## config.mk

```make
export PLATFORM = sky130hd
export DESIGN_NAME = bms_ram
export DESIGN_NICKNAME = d
export VERILOG_FILES = /design/src/design/bms_ram.sv
export SDC_FILE = /design/constraint.sdc
export NUM_CORES = 2
export LEC_CHECK = 0
export BUFFER_PORTS_ARGS = -buffer_cell sky130_fd_sc_hd__clkbuf_2
export CORE_MARGIN = 1.5
export CORE_UTILIZATION = 46
export DETAILED_ROUTE_END_ITERATION = 12
export SLEW_MARGIN = 20
export SYNTH_ARGS = -nofsm -noshare
export SYNTH_HDL_FRONTEND = slang
export SYNTH_SLANG_ARGS = --single-unit
```

## constraint.sdc

```tcl
create_clock -name clk_i -period 1.9 [get_ports clk_i]
set_input_delay 0.095 -clock clk_i [delete_from_list [all_inputs] [get_ports clk_i]]
set_output_delay 0.095 -clock clk_i [all_outputs]
set_load 0.03 [all_outputs]
```

## src/design/bms_ram.sv

```systemverilog
`timescale 1ns / 1ps

module bms_ram #(
  parameter int WIDTH = 8,
  parameter int DEPTH = 256
) (
  input  logic                     clk_i,
  input  logic                     we_i,
  input  logic [$clog2(DEPTH)-1:0] waddr_i,
  input  logic [WIDTH-1:0]         wdata_i,
  input  logic [$clog2(DEPTH)-1:0] raddr_a_i,
  output logic [WIDTH-1:0]         rdata_a_o,
  input  logic [$clog2(DEPTH)-1:0] raddr_b_i,
  output logic [WIDTH-1:0]         rdata_b_o
);

  logic [WIDTH-1:0] mem [DEPTH];

  // read returns the old contents on a same-cycle write
  always_ff @(posedge clk_i) begin
    if (we_i) begin
      mem[waddr_i] <= wdata_i;
    end
    rdata_a_o <= mem[raddr_a_i];
    rdata_b_o <= mem[raddr_b_i];
  end

endmodule

```

Word-level counts from Yosys, hierarchy flattened --
Memories as Yosys holds them, arrays and structs flattened. A register that Yosys moved wholly into a read port is not among the register bits. Index checks and enable logic that the tools add are counted. W data, S select, Z words.
Word-level totals: memories 1, flip-flop bits (word level) 0, input port bits 34, word-level logic and storage cells 3, RAM bits 2048
Operators by class: multiplexer cells 2
Memory list:
- mem | words 256, width 8, read ports 2, clocked after memory_dff 2, write ports 1, RTL line 17 | logic [WIDTH-1:0] mem [DEPTH];
Operators by type and width (count):
- $mux W1 | 2

Longest topological paths before layout --
word-level depth 2, gate-level depth with buffers 12, gate-level depth less buffers 6

Worst setup path before layout --
No wires, ideal clock.
kind input to register, from in raddr_b_i[0], to reg rdata_b_o[0], read port of mem, arrival 1.996 ns, stages on the path 9, slack -0.236 ns, path buffers 3, setup time 0.140 ns, cells stage by stage buf_4 > buf_6 > buf_2 > mux4_2 > mux4_2 > nand2_1 > a21oi_1 > a21oi_1 > a221oi_2
RTL lines:
- from (decl) | RTL line 13 | input logic [$clog2(DEPTH)-1:0] raddr_b_i,
- to (decl) | RTL line 14 | output logic [WIDTH-1:0] rdata_b_o

==> impl_metrics.csv <==
group,metric,value,unit
power_and_ir_drop,power.share.clock,0.407,
placement,postPlaceCellArea,110000,um^2
power_and_ir_drop,vdd_drop_max,1.05,mV
power_and_ir_drop,p_leak,0.0394,uW
synthesis,synth_most_common_cell,"edfxtp_1",
die,die_area,214000,um^2
synthesis,synthMuxAreaShare,0.273,
status,violations,"setup timing",
sta,max_freq,0.420,GHz
sta,finalSetupViolCount,16,
drt,via_per_inst,6.62,
drt,finalWirelength,329000,um
placement,dp_slack,-1.54,ns
critical_path,worstPathCellList,"mux4_2 -> mux4_2 -> mux2_4 -> a221oi_4 -> nor4_1",
critical_path,r2r_start,"mem[155][7]",
sta,worst_pin_slew,1.03,ns
worst_hold_path,hold_end,"mem[180][4]",
critical_path,critical_path_buf_inv_count,0,
sta,clock_skew,0.0440,ns
synthesis,synth_xor_xnor_area_share,0,
placement,io_buffers,49,
synthesis,syn_area_per_cell,20.0,um^2
worst_hold_path,hold_start,"waddr_i[4]",
cts,cts_buffers,214,
sta,fin_crit,2.38,ns
placement,gp_congestion,0.952,
sta,hold_viol_final,0,
final_layout,postLayoutCoreUtil,0.564,
sta,fin_crit_sh,1.25,
global_route,antenna_found_initial,15,
power_and_ir_drop,p_per_area,871,nW/um^2
synthesis,netlist_area,97000,um^2
cts,clk_root_buffer_cell,"clkbuf_16",
sta,rsz0062_at_grt,"true",
synthesis,synth_nets,4881,
sta,relSlewSlack,0.310,
die,core_region_area,210000,um^2
placement,placed_cells,8550,
critical_path,reg2reg_depth,5,
sta,slew_viol_final,0,
power_and_ir_drop,sw_frac_of_total,0.238,
placement,dp_hpwl,232000,um
critical_path,crit_path_start_kind,"flop",
global_route,overflow,0,
sta,fin_ws,-0.481,ns
drt,vias,59300,
synthesis,yosys_warnings,0,
power_and_ir_drop,pwr-share-seq,0.490,
synthesis,ys.flop_type,"edfxtp_1",
power_and_ir_drop,p_int,78400,uW
synthesis,synthArstFlopShare,0,
cts,clk_pin_slew,0.06,ns
drt,post_drt_wl_per_cell,36.7,um
drt,initialDrtViolationCount,8410,
run,maxCapViolCount,0,
synthesis,synth_compound_area_frac,0.0354,
drt,drc,0,
synthesis,synthSimpleGateAreaFrac,0.0270,
synthesis,synth_top_family_by_area,"multiplexers",
synthesis,synth_cells,4847,
die,start_util,0.463,
final_layout,nFillCells,15800,
die,die-height,462,um
synthesis,ys_top_cells_by_count,"edfxtp_1 (2048), mux4_2 (1051), nor2_1 (298)",
synthesis,yosys-top-cells-area,"edfxtp_1 (63%), mux4_2 (24%), mux2i_1 (2.4%), nor2_1 (1.2%), o221ai_1 (0.59%)",
critical_path,cpMostUsedCell,"mux4_2",
drt,antenna_left,0,
global_route,grt_pass1_vias,59200,
critical_path,worst-path-max-fanout,2,
global_route,grt_max_degree,82,
cts,cts_tree,"done",
final_layout,fin_area,118000,um^2
critical_path,cp_data_required_time,2.68,ns
synthesis,yosys_register_bits,2064,
worst_hold_path,min_path_cells,5,
critical_path,worstReg2RegEnd,"rdata_a_o[7]",
global_route,grt_pass1_wl,461000,um
cts,clock_sinks,2064,
die,die_x,462,um
synthesis,ys_types,65,
die,fp-row-count,168,
critical_path,crit_start,"mem[155][7]",
synthesis,synth_top_area_share,0.634,
critical_path,cpMaxStageDelayCell,"mux4_2",
final_layout,drive_gt1_frac,0.462,
synthesis,synth_edf_count,2048,
worst_hold_path,hold_class,"input pin to flop",
final_layout,fin_cells,8968,
critical_path,cp.arrival,3.16,ns
critical_path,critPathTopFamily,"multiplexers",
final_layout,syn2layout_area_growth,21.9,%
power_and_ir_drop,combPwrFrac,0.103,
cts,htreeDepth,4,
global_route,grtUsageTotal,0.311,
synthesis,synthAdderAreaFrac,0,
final_layout,layout.nets,6007,
critical_path,rrSetupSlack,-0.48,ns
status,status,"complete, but fails checks",
cts,clk_path_buf_depth,3,
cts,clk_latency,0.91,ns
sta,fin_hold_ws,0.0559,ns
drt,dr.pass1.iters,8,
die,ios,50,
power_and_ir_drop,p_sw,24500,uW
synthesis,yosysSeqAreaShare,0.637,
critical_path,slowest_delay,0.56,ns
critical_path,crit_path_end_kind,"flop",
critical_path,crit_type,"flop to flop",
synthesis,synth_top_cell_by_area,"edfxtp_1",
-- worst max-delay path by stage --
stage              endpoint  cells past startpoint
6_report       rdata_a_o[7]                      5
5_1_grt        rdata_a_o[7]                      5
4_1_cts        rdata_a_o[7]                      5
3_5_place_dp   rdata_a_o[4]                     10
3_3_place_gp   rdata_a_o[4]                     10
2_1_floorplan  rdata_b_o[7]                      8
-- layout by cell type, fill, tap and decap left out, types with 15 or more instances in the layout --
cell and count:
clkinv_2 44, nand3_1 44, nor3_1 15, nand2_1 107, buf_12 218, a22oi_1 51
clkbuf_16 217, a221oi_1 26, o22ai_1 42, edfxtp_1 2048, nor2_2 35, a211oi_1 16
clkbuf_2 32, nor2b_1 27, a22o_1 19, o221ai_1 65, mux2_2 37, clkbuf_8 22
nor2_1 263, buf_4 1016, clkbuf_1 41, mux2i_1 234, mux4_2 1051, o21ai_0 26
a21oi_1 72, clkinv_1 44, bufinv_16 16
-- cell type report --
class	instances	area (um^2)	area share
Sequential cell	2064	61800	0.523
Inverter	6	26.3	0.000222
Multi-Input combinational cell	2382	33200	0.281
Clock inverter	122	1150	0.00973
Antenna cell	12	30.0	0.000254
Tap cell	2805	3510	0.0297
Clock buffer	272	5780	0.0489
Timing Repair Buffer	1305	12600	0.107
-- metal layers --
metal	wire length [um]	track usage	vias up
met5	30	0	-
met3	34900	0.0647	580
met1	126000	0.436	31800
met2	152000	0.480	3644
met4	15100	0.124	4
li1	-	-	23300
-- tightest hold or removal path, cell delays in order --
cell	delay, ns
clkbuf_2	0.16
nand3_1	0.08
buf_4	0.21
nor2_1	0.15
buf_4	0.14
-- repair_timing --
| item | in CTS | in global routing |
|---|---|---|
| cloned | 0 | 0 |
| hold buffers | 13 | 0 |
| setup buffers | 4 | 2 |
| endpoints found under the hold margin | 1017 | 0 |
| endpoints found under the setup margin | 20 | 40 |
| resized for setup | 110 | 28 |
| pin swaps | 33 | 13 |
-- metrics by stage --
| step | total power [uW] | setup TNS (ns) |
|---|---|---|
| after floorplan | 56400 | -6.92 |
| after global placement | 61600 | -19.45 |
| after detailed placement | 61600 | -19.22 |
| after CTS | 103000 | -5.97 |
| after global routing | 105000 | -6.54 |
| final | 103000 | -5.75 |
-- kinds of logic (layout without fill, tap and decap cells) --
family,count (synthesis),in the layout
flip-flops,2064,2064
multiplexers,1325,1325
AND/OR/NAND/NOR,591,591
AO/OA/AOI/OAI,466,466
buffers and inverters,401,1705
other,0,12
-- registers in the layout (all words and copies together), names as in the netlist --
register,count
rdata_b_o,8
mem,2048
rdata_a_o,8
-- power by group through the flow --
| stage | Combinational, uW | Sequential, uW | Clock [uW] |
|---|---|---|---|
| 5_1_grt | 11000 | 50400 | 43900 |
| 3_3_place_gp | 10200 | 51400 | 0 |
| 6_report | 10600 | 50400 | 41900 |
| 4_1_cts | 10500 | 50400 | 42200 |
| 2_1_floorplan | 5060 | 51400 | 0 |
| 3_5_place_dp | 10200 | 51400 | 0 |
Note: power is estimated with default switching activity, not from simulation.
