<file path="src/design/bms_pkg.sv">
`timescale 1ns / 1ps

package bms_pkg;

  localparam int REG_BITS  = 16;
  localparam int MEM_DEPTH = 1 << REG_BITS;

  typedef logic [REG_BITS-1:0]      reg_t;
  typedef logic [3:0][REG_BITS-1:0] regs_t;
  typedef logic [7:0]               byte_t;

  localparam logic [2:0] OP_MOVE   = 3'd0;
  localparam logic [2:0] OP_PUSH   = 3'd1;
  localparam logic [2:0] OP_CSUBZ  = 3'd2;
  localparam logic [2:0] OP_CSUBNZ = 3'd3;
  localparam logic [2:0] OP_AND    = 3'd4;
  localparam logic [2:0] OP_XOR    = 3'd5;
  localparam logic [2:0] OP_ADD    = 3'd6;
  localparam logic [2:0] OP_SUB    = 3'd7;

  localparam byte_t HALT_B0 = 8'hff;
  localparam byte_t HALT_B1 = 8'h02;

  typedef struct packed {
    logic  en;
    reg_t  addr;
    byte_t data;
  } store_t;

endpackage

</file>
<file path="src/design/bms_alu.sv">
`timescale 1ns / 1ps

module bms_alu (
  input  bms_pkg::byte_t  ins_i,
  input  bms_pkg::regs_t  regs_i,
  input  bms_pkg::byte_t  opnd_i,
  output bms_pkg::regs_t  regs_o,
  output bms_pkg::store_t store_o
);

  import bms_pkg::*;

  logic [2:0] op;
  logic       memop;
  logic [1:0] rd;
  logic [1:0] ra;
  byte_t      b;
  reg_t       bsx;
  reg_t       bzx;
  reg_t       dec;
  reg_t       src;

  assign op    = ins_i[7:5];
  assign memop = ins_i[4];
  assign rd    = ins_i[3:2];
  assign ra    = ins_i[1:0];
  assign b     = memop ? opnd_i : regs_i[ra][7:0];
  assign bsx   = REG_BITS'($signed(b));
  assign bzx   = REG_BITS'(b);
  assign dec   = regs_i[rd] - reg_t'(1);
  assign src   = (rd == ra) ? dec : regs_i[ra];

  always_comb begin
    regs_o  = regs_i;
    store_o = '0;
    case (op)
      OP_MOVE: begin
        regs_o[rd] = memop ? ((regs_i[rd] << 8) | bzx) : regs_i[ra];
      end
      OP_PUSH: begin
        regs_o[rd]   = dec;
        store_o.en   = 1'b1;
        store_o.addr = dec;
        if (memop) begin
          store_o.data = opnd_i;
        end else begin
          store_o.data = src[7:0];
          regs_o[ra]   = src >> 8;
        end
      end
      OP_CSUBZ: begin
        if (regs_i[0][7:0] == 8'h00) regs_o[rd] = regs_i[rd] - bsx;
      end
      OP_CSUBNZ: begin
        if (regs_i[0][7:0] != 8'h00) regs_o[rd] = regs_i[rd] - bsx;
      end
      OP_AND: begin
        regs_o[rd] = regs_i[rd] & (~reg_t'(8'hff) | bzx);
      end
      OP_XOR: begin
        regs_o[rd] = regs_i[rd] ^ bzx;
      end
      OP_ADD: begin
        regs_o[rd] = regs_i[rd] + bsx;
      end
      OP_SUB: begin
        regs_o[rd] = regs_i[rd] - bsx;
      end
      default: begin
        regs_o = regs_i;
      end
    endcase
  end

endmodule

</file>
<file path="config.mk">
export PLATFORM = sky130hd
export DESIGN_NAME = bms_alu
export DESIGN_NICKNAME = d
export VERILOG_FILES = /design/src/design/bms_pkg.sv /design/src/design/bms_alu.sv
export SDC_FILE = /design/constraint.sdc
export NUM_CORES = 1
export LEC_CHECK = 0
export ABC_AREA = 0
export BUFFER_PORTS_ARGS = -buffer_cell sky130_fd_sc_hd__clkbuf_2
export CORE_MARGIN = 4
export CORE_UTILIZATION = 54
export DETAILED_ROUTE_END_ITERATION = 8
export PLACE_DENSITY = 0.76
export SYNTH_ARGS = -nofsm -noshare
export SYNTH_HDL_FRONTEND = slang
export SYNTH_SLANG_ARGS = --single-unit
</file>
<file path="constraint.sdc">
create_clock -name vclk -period 7.55
set_input_delay 1.51 -clock vclk [all_inputs]
set_output_delay 1.51 -clock vclk [all_outputs]
set_load 0.01 [all_outputs]
</file>
After elaboration in Yosys (flattened, before gate mapping):

Index checks and enable logic that the tools add are counted.

* $add $sub $neg: 3
* order comparisons: 4
* equal/unequal tests: 8
* multiplexer cells: 24
* bitwise gates (word level): 3
* reductions and logical operators: 5

Operators by type and width (number)
* case mux 64 bit (8 select lines): 1
* bitwise mux 64 bit: 7
* 2-to-1 mux 64 bit: 3
* 2-to-1 mux 16 bit: 6
* binary-select mux 16 bit (select 2 bit): 2
* demux 16 bit (select 2 bit): 2
* 2-to-1 mux 25 bit: 1
* adder 16 bit: 1
* bitwise AND 16 bit: 1
* 2-to-1 mux 8 bit: 2
* bitwise OR 16 x 8 -> 16 bit: 1
* subtractor 16 x 1 -> 16 bit (second input constant): 1
* subtractor 16 bit: 1
* bitwise XOR 16 x 8 -> 16 bit: 1
* == test 3 bit (second input constant): 4
* zero test 8 bit: 1
* nonzero test 8 bit: 1
* == test 3 x 2 -> 1 bit (second input constant): 2
* < comparator 2 x 3 -> 1 bit (second input constant): 2
* greater-or-equal comparator 2 x 1 -> 1 bit (second input constant): 2
* == test 3 x 1 -> 1 bit (second input constant): 1
* zero test 3 bit: 1
* == test 2 bit: 1
* logical AND 1 bit: 2

* register bits after elaboration: 0
* output and inout port bits: 89

Depth between registers and ports, before layout:

* depth in word-level cells: 8
* mapped depth: 15
* depth with buffers taken out: 13

Worst setup path before layout:

No wires, ideal clock.

* path type: input -> output
* start: in ins_i[0]
* end: out regs_o[12] in the netlist's numbering
* data arrival time: 5355 ps
* path slack: 685 ps
* cell stages on the path: 14
* cell sequence: clkbuf_1 -> buf_1 -> mux4_2 -> mux2i_1 -> inv_1 -> ha_1 -> nor3b_1 -> or4_1 -> a2bb2oi_1 -> a311oi_1 -> xnor2_1 -> o21ai_0 -> a221oi_1 -> o21ai_0

RTL lines
* start, declared: line bms_alu.sv:4 `input bms_pkg::byte_t ins_i,`
* end, declared: line bms_alu.sv:7 `output bms_pkg::regs_t regs_o,`

==> metrics.md <==
| Metric | Value |
|---|---|
| Max-slew violation count | `0` |
| Worst Tran Pin Value | `1.32 ns` |
| Violations in the final reports | `DRC` |
| Global-route met3 utilization | `0.247` |
| Share of the cycle needed by the critical path after routing | `0.964` |
| Drt total wl | `42.6 mm` |
| Gr busiest metal | `met2` |
| Synth Warn # | `0` |
| Sequential cell area fraction in the yosys report | `0` |
| Peak Freq | `137 MHz` |
| Syn_area_per_cell | `6.37 um2` |
| Smallest setup slack after layout | `0.269 ns` |
| Post-synthesis to final-layout area growth | `15.0%` |
| Final sequential cell count | `0` |
| Synthesized area | `~7500 um2` |
| Routing usage on met2 | `0.711` |
| Cts-stage hold buffer count | `0` |
| Final-report setup violation count | `0` |
| Top post-synthesis cells by area | `sky130_fd_sc_hd__mux4_2 (9.6%), sky130_fd_sc_hd__a21oi_1 (9.0%), sky130_fd_sc_hd__o21ai_0 (8.4%)` |
| Critical path's most frequent cell | `sky130_fd_sc_hd__clkbuf_2` |
| Placer's final routability congestion estimate | `about 1.1` |
| Crit-path slowest cell | `sky130_fd_sc_hd__mux4_2` |
| Fraction of final layout cells sized beyond drive strength 1 | `0.224` |
| Clock Buffer Count | `0` |
| Antenna Nets Post-Route | `0` |
| Setup repair after global routing missed its margin | `false` |
| Yosys top cell area share | `0.0964` |
| Worst path bufs/invs | `2` |
| Top post-synthesis cells by count | `sky130_fd_sc_hd__nor2_1 (150), sky130_fd_sc_hd__a21oi_1 (134), sky130_fd_sc_hd__nand2_1 (129), sky130_fd_sc_hd__o21ai_0 (126), sky130_fd_sc_hd__clkbuf_1 (78)` |
| Site Rows | `42` |
| Classification of the worst-slack hold path | `in2out` |
| Count of placed standard cells in the final layout, fillers left out | `1474` |
| Syn Inst Count | `about 1200` |
| Sum of net half-perimeters after detailed placement | `31.9 mm` |
| Leading area contributor after synthesis | `sky130_fd_sc_hd__mux4_2` |
| First-pass DRT Iterations | `9` |
| Shortest clock period the worst path allows after layout | `7.28 ns` |
| Kind of cell adding the most delay to the critical path | `compound AO/OA/AOI/OAI gates` |
| Delay contributed by the slowest stage of the critical path | `0.57 ns` |
| Count of unique library cells instantiated by Yosys | `just under 80` |
| Startpoint class of the critical path | `input port` |
| Vias in the first global route | `10400` |
| Die ar. | `between 15000 and 20000 um2` |
| Area used by sequential logic in the layout | `0 um2` |
| Synthesized net count | `1287` |
| CTS-repair resized insts | `0` |
| Die Ht | `approximately 130 um` |
| Met1 GRT Util | `0.637` |
| # placed instances | `~1500` |
| Initial Utilization | `0.558` |
| Maximum number of pins on one net before global-route repair | `32` |
| Count of input and output buffers | `169` |
| Max FO, Critical Path | `10` |
| Vias post-DR | `~11000` |
| GR Util All Layers | `0.509` |
| Violation count after the first detailed-routing iteration | `2270` |
| Final TNS setup | `0 ns` |
| Area inside the core boundary | `13400 um2` |
| Cells along the critical path | `clkbuf_2 > mux4_2 > mux2_2 > ha_1 > fa_1 > nor2b_1 > o2111a_1 > o31a_1 > o31ai_1 > xnor2_1 > a211oi_1 > o21ai_0 > o2bb2ai_1 > clkbuf_2` |
| CP Capture Type | `primary output` |
| Total grt overflow | `0` |
| Max-capacitance violation count | `0` |
| Post CTS Setup Buffer Count | `0` |
| Outcome | `finished with violations` |
| Total number of nets in the final design | `~1400` |
| Mean number of vias per cell | `7.70` |
| Global-route wire length before repair | `63.4 mm` |
| Wire length per cell after detailed routing | `28.9 um` |
| DP Worst Slack | `about 0.51 ns` |
| Width of the chip | `around 130 um` |
| Headroom to the max-slew limit | `0.112` |
| Antenna violations before repair | `1` |
| CP Data Arrival Time | `5.77 ns` |
| Library cell with the highest instance count after synthesis | `sky130_fd_sc_hd__nor2_1` |
| Final count of hold timing violations | `0` |
| Boundary pin count | `169` |
| Worst path required time | `6.04 ns` |
| Setup CP Type | `in2out` |
| Remaining design rule violation count | `29` |
==> through the flow <==
| stage | cell area [um2] | hold WS (ns) | utilization |
|---|---|---|---|
| after floorplan | 7470 | 3.14 | - |
| after global placement | 8590 | 3.35 | 0.641 |
| after detailed placement | 8590 | 3.36 | 0.641 |
| after CTS | 8590 | 3.36 | 0.641 |
| after global routing | 8590 | 3.40 | 0.641 |
| final | 8600 | 3.37 | 0.641 |
==> logic make-up after synthesis <==
logic type               count (synthesis)  share of synthesized area
AND/OR/NAND/NOR                        406                      0.250
buffers and inverters                  129                     0.0676
AO/OA/AOI/OAI                          499                      0.435
adder cells (fa/ha/maj)                 34                     0.0589
multiplexers                            63                      0.139
XOR/XNOR                                42                     0.0492
==> cell type report <==
| class | instances | area, um2 |
|---|---|---|
| multi-input cells | 1044 | 6990 |
| fillers | 1308 | 4800 |
| repair buffers | 227 | 1280 |
| well taps | 176 | 220 |
| inverters | 26 | 97.6 |
| diodes | 1 | 2.50 |
==> layer usage <==
layer	wire length, um	vias to the layer above
met4	3590	2
met1	14500	5052
met2	16300	1242
met3	8100	329
met5	39	-
li1	-	4718
==> cell usage in the layout, fill, tap and decap left out, drive strengths merged, types with 16 or more instances in the layout <==
cell	count
a211oi	19
mux2i	25
clkbuf	169
mux4	32
o21ai	127
o211ai	23
nor2	151
nor3	30
ha	32
nand2b	16
inv	24
xnor2	29
a31oi	16
a21oi	134
buf	58
nand2	129
==> final timing paths <==
path / depth (start not counted) / slack [ns] / from / endpoint
max: 14 / 0.27 / ins_i[0] / regs_o[44]
min: 4 / 3.37 / regs_i[15] / regs_o[15]
==> tightest hold or removal path, stage by stage <==
cell,delay (ns)
sky130_fd_sc_hd__clkbuf_2,0.10
sky130_fd_sc_hd__nand2_1,0.05
sky130_fd_sc_hd__o221ai_1,0.06
sky130_fd_sc_hd__clkbuf_2,0.13
